File: src/rtl/i2cdr_pkg.sv
// Package for the I2C display byte receiver: beat types and constants.
// No dependencies; used by every module of the block.
`default_nettype none

package i2cdr_pkg;

  localparam int unsigned ADDR_W  = 7;
  localparam int unsigned BYTE_W  = 8;
  localparam int unsigned CNT_W   = 4;
  localparam logic [CNT_W-1:0] BITS_PER_BYTE = 4'd8;
  localparam logic [ADDR_W-1:0] ADDR_RESET   = 7'd60;
  // Control byte flags
  localparam int unsigned CTRL_CO_BIT = 7;
  localparam int unsigned CTRL_DC_BIT = 6;

  // One line sample
  typedef struct packed {
    logic clock_line;
    logic data_line;
  } i2cdr_in_t;

  // One result beat
  typedef struct packed {
    logic              ack_active;
    logic              ack_changed;
    logic              payload_valid;
    logic [BYTE_W-1:0] payload_byte;
    logic              payload_is_data;
  } i2cdr_out_t;

endpackage

`default_nettype wire

File: src/rtl/i2cdr_core.sv
// Bus protocol state and per-sample next-state logic of the receiver.
// Depends on i2cdr_pkg.
`default_nettype none

module i2cdr_core (
  input  wire logic                       clk,
  input  wire logic                       rst_n,
  input  wire logic                       fire,
  input  wire i2cdr_pkg::i2cdr_in_t       sample,
  input  wire logic [i2cdr_pkg::ADDR_W-1:0] slave_address,
  output i2cdr_pkg::i2cdr_out_t           result
);
  import i2cdr_pkg::*;

  logic              last_clock_r, last_clock_nxt;
  logic              last_data_r, last_data_nxt;
  logic              in_xfer_r, in_xfer_nxt;
  logic              await_addr_r, await_addr_nxt;
  logic              addressed_r, addressed_nxt;
  logic [BYTE_W-1:0] shift_r, shift_nxt;
  logic [CNT_W-1:0]  bit_cnt_r, bit_cnt_nxt;
  logic              taken_r, taken_nxt;
  logic              ack_r, ack_nxt;
  logic              want_ctrl_r, want_ctrl_nxt;
  logic              ctrl_each_r, ctrl_each_nxt;
  logic              is_data_r, is_data_nxt;
  logic              pv;
  logic              scl, sda;

  assign scl = sample.clock_line;
  assign sda = sample.data_line;

  // Next state for one sample
  always_comb begin
    last_clock_nxt = last_clock_r;
    last_data_nxt  = last_data_r;
    in_xfer_nxt    = in_xfer_r;
    await_addr_nxt = await_addr_r;
    addressed_nxt  = addressed_r;
    shift_nxt      = shift_r;
    bit_cnt_nxt    = bit_cnt_r;
    taken_nxt      = taken_r;
    ack_nxt        = ack_r;
    want_ctrl_nxt  = want_ctrl_r;
    ctrl_each_nxt  = ctrl_each_r;
    is_data_nxt    = is_data_r;
    pv             = 1'b0;
    if (scl != last_clock_r || sda != last_data_r) begin
      last_clock_nxt = scl;
      last_data_nxt  = sda;
      if (last_clock_r && scl) begin
        // SDA moved with SCL high: START or STOP
        addressed_nxt = 1'b0;
        bit_cnt_nxt   = '0;
        taken_nxt     = 1'b0;
        ack_nxt       = 1'b0;
        if (!sda) begin
          in_xfer_nxt    = 1'b1;
          await_addr_nxt = 1'b1;
          shift_nxt      = '0;
        end else begin
          in_xfer_nxt = 1'b0;
        end
      end else if (in_xfer_r) begin
        if (!last_clock_r && scl) begin
          // Rising SCL: shift a bit, or close the ACK clock
          if (bit_cnt_r < BITS_PER_BYTE) begin
            shift_nxt   = {shift_r[BYTE_W-2:0], sda};
            bit_cnt_nxt = bit_cnt_r + 1'b1;
          end else begin
            bit_cnt_nxt = '0;
            taken_nxt   = 1'b0;
          end
        end else if (last_clock_r && !scl) begin
          // Falling SCL: judge a full byte once, else drop ACK
          if (bit_cnt_r == BITS_PER_BYTE) begin
            if (!taken_r) begin
              taken_nxt = 1'b1;
              if (await_addr_r) begin
                await_addr_nxt = 1'b0;
                addressed_nxt  = (shift_r[BYTE_W-1:1] == slave_address);
                ack_nxt        = addressed_nxt;
                if (addressed_nxt) begin
                  want_ctrl_nxt = 1'b1;
                  ctrl_each_nxt = 1'b0;
                  is_data_nxt   = 1'b0;
                end
              end else if (!addressed_r) begin
                ack_nxt = 1'b0;
              end else if (want_ctrl_r) begin
                ctrl_each_nxt = shift_r[CTRL_CO_BIT];
                is_data_nxt   = shift_r[CTRL_DC_BIT];
                want_ctrl_nxt = 1'b0;
                ack_nxt       = 1'b1;
              end else begin
                pv      = 1'b1;
                ack_nxt = 1'b1;
                if (ctrl_each_r) begin
                  want_ctrl_nxt = 1'b1;
                end
              end
            end
          end else begin
            ack_nxt = 1'b0;
          end
        end
      end
    end
  end

  // Result beat for this sample
  always_comb begin
    result.ack_active      = ack_nxt;
    result.ack_changed     = ack_nxt ^ ack_r;
    result.payload_valid   = pv;
    result.payload_byte    = pv ? shift_r : '0;
    result.payload_is_data = pv & is_data_r;
  end

  // State registers advance only when a sample is consumed
  always_ff @(posedge clk) begin
    if (!rst_n) begin
      last_clock_r <= 1'b1;
      last_data_r  <= 1'b1;
      in_xfer_r    <= 1'b0;
      await_addr_r <= 1'b0;
      addressed_r  <= 1'b0;
      shift_r      <= '0;
      bit_cnt_r    <= '0;
      taken_r      <= 1'b0;
      ack_r        <= 1'b0;
      want_ctrl_r  <= 1'b0;
      ctrl_each_r  <= 1'b0;
      is_data_r    <= 1'b0;
    end else if (fire) begin
      last_clock_r <= last_clock_nxt;
      last_data_r  <= last_data_nxt;
      in_xfer_r    <= in_xfer_nxt;
      await_addr_r <= await_addr_nxt;
      addressed_r  <= addressed_nxt;
      shift_r      <= shift_nxt;
      bit_cnt_r    <= bit_cnt_nxt;
      taken_r      <= taken_nxt;
      ack_r        <= ack_nxt;
      want_ctrl_r  <= want_ctrl_nxt;
      ctrl_each_r  <= ctrl_each_nxt;
      is_data_r    <= is_data_nxt;
    end
  end

endmodule

`default_nettype wire

File: src/rtl/i2cdr_outreg.sv
// Result register of the receiver: holds one beat until the sink takes it.
// Depends on i2cdr_pkg.
`default_nettype none

module i2cdr_outreg (
  input  wire logic                  clk,
  input  wire logic                  rst_n,
  input  wire logic                  load,
  input  wire i2cdr_pkg::i2cdr_out_t load_data,
  output logic                       ready,
  output logic                       out_valid,
  input  wire logic                  out_stall,
  output i2cdr_pkg::i2cdr_out_t      out_data
);
  import i2cdr_pkg::*;

  logic       valid_r;
  i2cdr_out_t data_r;

  // Free when empty or when the held beat leaves this cycle
  assign ready     = !valid_r || !out_stall;
  assign out_valid = valid_r;
  assign out_data  = data_r;

  always_ff @(posedge clk) begin
    if (!rst_n) begin
      valid_r <= 1'b0;
    end else if (load) begin
      valid_r <= 1'b1;
    end else if (!out_stall) begin
      valid_r <= 1'b0;
    end
  end

  always_ff @(posedge clk) begin
    if (load) begin
      data_r <= load_data;
    end
  end

endmodule

`default_nettype wire

File: src/rtl/i2c_slave_display_byte_receiver.sv
// Top level of the I2C slave display byte receiver.
// Depends on i2cdr_pkg, i2cdr_core and i2cdr_outreg.
//
//   channel  | handshake            | payload
//   ---------+----------------------+--------------------------------
//   in       | in_valid / in_stall  | in_data   (SCL, SDA sample)
//   out      | out_valid / out_stall| out_data  (ACK, payload byte)
//   cfg      | cfg_wr_en            | cfg_wr_data (slave address)
//
// One sample in, one result beat out, at one beat per cycle sustained while
// out_stall is low. A sample passes through the input register, then the
// result register that the protocol logic loads. Reset is synchronous and
// active low. A stalled result holds the input register, and in_stall
// rises only while both registers are full.
`default_nettype none

module i2c_slave_display_byte_receiver (
  input  wire logic                          clk,
  input  wire logic                          rst_n,
  input  wire logic                          in_valid,
  output logic                               in_stall,
  input  wire i2cdr_pkg::i2cdr_in_t          in_data,
  output logic                               out_valid,
  input  wire logic                          out_stall,
  output i2cdr_pkg::i2cdr_out_t              out_data,
  input  wire logic                          cfg_wr_en,
  input  wire logic [i2cdr_pkg::ADDR_W-1:0]  cfg_wr_data
);
  import i2cdr_pkg::*;

  logic              s1_valid_r;
  i2cdr_in_t         s1_data_r;
  logic [ADDR_W-1:0] addr_r;
  logic              out_ready;
  logic              fire;
  i2cdr_out_t        result;

  // Sample moves to the result register when that register is free
  assign fire     = s1_valid_r && out_ready;
  assign in_stall = s1_valid_r && !out_ready;

  // Input register
  always_ff @(posedge clk) begin
    if (!rst_n) begin
      s1_valid_r <= 1'b0;
    end else if (!in_stall) begin
      s1_valid_r <= in_valid;
    end
  end

  always_ff @(posedge clk) begin
    if (!in_stall && in_valid) begin
      s1_data_r <= in_data;
    end
  end

  // Slave address register
  always_ff @(posedge clk) begin
    if (!rst_n) begin
      addr_r <= ADDR_RESET;
    end else if (cfg_wr_en) begin
      addr_r <= cfg_wr_data;
    end
  end

  i2cdr_core u_core (
    .clk           (clk),
    .rst_n         (rst_n),
    .fire          (fire),
    .sample        (s1_data_r),
    .slave_address (addr_r),
    .result        (result)
  );

  i2cdr_outreg u_outreg (
    .clk       (clk),
    .rst_n     (rst_n),
    .load      (fire),
    .load_data (result),
    .ready     (out_ready),
    .out_valid (out_valid),
    .out_stall (out_stall),
    .out_data  (out_data)
  );

endmodule

`default_nettype wire

File: config.mk
export PLATFORM = sky130hd
export DESIGN_NAME = i2c_slave_display_byte_receiver
export DESIGN_NICKNAME = d
export VERILOG_FILES = /design/src/rtl/i2cdr_pkg.sv /design/src/rtl/i2cdr_core.sv /design/src/rtl/i2cdr_outreg.sv /design/src/rtl/i2c_slave_display_byte_receiver.sv
export SDC_FILE = /design/constraint.sdc
export NUM_CORES = 1
export LEC_CHECK = 0
export ABC_AREA = 1
export BUFFER_PORTS_ARGS = -buffer_cell sky130_fd_sc_hd__buf_2
export CORE_AREA = 2 2 96 52
export CTS_CLUSTER_DIAMETER = 30
export DETAILED_ROUTE_END_ITERATION = 12
export DIE_AREA = 0 0 98 54
export PLACE_DENSITY_LB_ADDON = 0.2
export SETUP_SLACK_MARGIN = 0.5
export SYNTH_ARGS = -nofsm -noshare
export SYNTH_HDL_FRONTEND = slang
export SYNTH_SLANG_ARGS = --single-unit
File: constraint.sdc
create_clock -name clk -period 2.1 [get_ports clk]
set_clock_uncertainty 0.1 [all_clocks]
set_input_delay 0.315 -clock clk [delete_from_list [all_inputs] [get_ports clk]]
set_output_delay 0.315 -clock clk [all_outputs]
set_load 0.005 [all_outputs]
==> flow_summary_export.csv <==
group,metric,value,unit
yosys,synthesis.area,2130,µm²
clocking,cts_max_level,2,
final_layout,num-fill-cells,397,
clocking,clkSinkCount,45,
floorplanning,die_area,5290,µm²
sta,hold_ws,0.0839,ns
final_layout,drive_gt1_share,38.0,%
yosys,synth_top_area_cell,"dfxtp_1",
sta,hold_viol,0,
critical_path,cp_top_family,"flip-flops",
floorplanning,die_w,98,µm
routing,num_vias,1936,
critical_path,slowest_stage,"edfxtp_1",
final_layout,nNetsFinal,343,
yosys,synth_edf_count,14,
floorplanning,coreArea,4570,µm²
worst_hold_path,hold_path.class,"input port to flip-flop",
critical_path,slowest_delay,0.44,ns
routing,drc,0,
critical_path,setup.worst_path.start_class,"flip-flop",
sta,fin_tns_setup,0,ns
critical_path,critical_path_class,"flip-flop to flip-flop",
grt,grtUsageTotal,20.5,%
sta,max_freq,534,MHz
flow_run,drv_cap,0,
grt,antenna_found_initial,0,
routing,detail-route-antenna-nets,0,
power,p_leak,0.00117,µW
yosys,ys_seq_elements,45,
final_layout,fin_util,62.7,%
critical_path,r2r_start,"s1_data_r[1]",
clocking,worst_skew_pair.late_latency,0.31,ns
grt,grt_max_degree,17,
final_layout,antennaDiodeCount,0,
yosys,yosysTopAreaCellShare,29.1,%
placed_design,place.gp.congestion,0.815,
yosys,synth_cell_types,34,
sta,period_share,89.1,%
yosys,async_reset_ff_share,0,%
floorplanning,ioPinCount,28,
clocking,clk_path_buf_depth,2,
grt,grt_pass1_wl,8220,µm
yosys,ys_top_cells_by_area,"dfxtp_1 (29%), edfxtp_1 (20%), nor2_1 (7.6%)",
final_layout,layout_common_cells,"inv_1 (36), nand2_1 (32), dfxtp_1 (30)",
critical_path,arrival,2.01,ns
floorplanning,rows,18,
worst_hold_path,hold-path-cell-count,1,
final_layout,final_common_cell,"inv_1",
floorplanning,die_h,54,µm
final_layout,area_delta_synth_final,34.3,%
clocking,clkTransAtPathRegs,0.09,ns
critical_path,end_kind,"flip-flop",
critical_path,crit_chain,"inv_2 -> ha_4 -> nand3b_4 -> nand2_4 -> inv_4 -> nand3_4 -> o31ai_4 -> buf_6 -> inv_8 -> nand2_2 -> a21oi_2",
power,p_per_area,624,nW/µm²
routing,wirelength,5380,µm
sta,worst_pin_slew,0.544,ns
yosys,synth_top_flop_cell,"dfxtp_1",
sta,setup_viol,0,
sta,rsz0062_at_grt,"yes",
routing,drt_iter0_drc,96,
critical_path,crit_buf_inv,4,
sta,fin_ws,0.228,ns
clocking,cts_buffers,5,
routing,vias_per_cell,5.04,
clocking,cts-root-buf,"clkbuf_8",
yosys,synth_cells,265,
clocking,tritoncts,"built",
sta,drv_slew,0,
placed_design,post-place-ws,0.154,ns
yosys,syn_nets,285,
placed_design,place_hpwl,3330,µm
floorplanning,start_util,46.7,%
yosys,ys_warn_count,0,
run_status,outcome,"completed",
sta,layout_min_cycle_time,1.87,ns
critical_path,crit_fanout,8,
critical_path,timing.rr.end,"u_core.shift_r[0]",
power,p_total,1790,µW
power,peakVddDrop,0.364,mV
grt,grt_overflow,0,
worst_hold_path,min_to,"s1_data_r[0]",
placed_design,portBuffers,27,
yosys,ys_seq_area_share,48.8,%
routing,drtPass1Iterations,5,
critical_path,r2r_cells,11,
critical_path,reg2reg_slack,0.23,ns
yosys,postSynthAreaPerCell,8.05,µm²
critical_path,required,2.24,ns
sta,max_slew_margin,63.7,%
routing,routedWlPerCell,14.0,µm
grt,grt_pass1_vias,1644,
worst_hold_path,holdCritStartpoint,"in_data[0]",
-- kinds of logic after synthesis --
| group | after synthesis | synth area share (%) |
|---|---|---|
| flops | 45 | 48.8 |
| buf+inv | 48 | 8.91 |
| simple gates | 108 | 22.9 |
| xor+xnor | 2 | 0.821 |
| compound gates | 56 | 15.1 |
| fa+ha+maj | 6 | 3.52 |
-- final cells by class --
type	instances	area, µm²	area share (%)
Timing Repair Buffer	55	365	12.7
Clock buffer	5	68.8	2.40
Timing Repair inverter	1	6.26	0.218
Sequential cell	45	1040	36.4
Tap cell	60	75.1	2.62
Multi-Input combinational cell	172	1110	38.8
Clock inverter	3	21.3	0.742
Inverter	43	174	6.07
-- Yosys cell counts (all sizes together) (2+ instances only) --
library cell,n
inv,42
buf,2
o21ai,25
a21oi,27
nor3,8
clkbuf,3
nand3b,2
nand2,42
ha,6
dfxtp,31
nor2,44
nand3,7
edfxtp,14
nand4,3
-- metal layers --
metal	global-route usage, %	wire [µm]	up-vias	part of all wire [%]
met1	31.6	2700	869	50
li1	-	-	972	-
met5	0	0	-	0
met3	5.19	451	9	8.4
met2	28.0	2170	86	40
met4	5.32	51	0	0.95
-- power by group --
part	internal (µW)	total [µW]	switching [µW]
clock	237	561	324
sequential	928	953	25.0
combinational	117	276	159
-- worst max-delay path by stage --
stage / to / startpoint / cells past startpoint
after floorplan: u_core.shift_r[7] / s1_data_r[1] / 8
after global placement: u_outreg.out_data[10] / s1_data_r[1] / 11
after detailed placement: u_core.shift_r[6] / s1_data_r[1] / 8
after CTS: u_core.shift_r[5] / s1_data_r[1] / 9
after global routing: u_core.shift_r[1] / s1_data_r[1] / 9
final: u_core.shift_r[0] / s1_data_r[1] / 11
-- worst reg2reg max path: stages, from the launching register on --
cell and delay [ns]:
edfxtp_1 0.44, inv_2 0.15, ha_4 0.22, nand3b_4 0.18, nand2_4 0.13, inv_4 0.06
nand3_4 0.07, o31ai_4 0.08, buf_6 0.15, inv_8 0.09, nand2_2 0.05, a21oi_2 0.11
-- what timing repair did --
item | CTS | global route
gates cloned | 2 | 0
pin swaps | 12 | 10
gates resized for setup | 47 | 28
buffers inserted | 16 | 9
hold buffers | 0 | 0
endpoints found under the setup margin | 32 | 33
-- per-stage QoR --
step,instance area (µm²),instances
after floorplan,2140,265
after global placement,2340,349
after global routing,2870,384
final,2870,384
after CTS,2720,375
after detailed placement,2340,349
-- flip-flops by register name (all words and copies together) (netlist names) --
name,cells
u_core.last_data_r,1
u_core.bit_cnt_r,4
u_core.addressed_r,1
u_core.last_clock_r,1
s1_valid_r,1
addr_r,7
u_outreg.out_valid,1
s1_data_r,2
u_core.in_xfer_r,1
u_core.ctrl_each_r,1
u_core.is_data_r,1
u_outreg.out_data,12
u_core.taken_r,1
u_core.ack_r,1
u_core.shift_r,8
u_core.await_addr_r,1
u_core.want_ctrl_r,1
(Power assumes the default switching activity.)
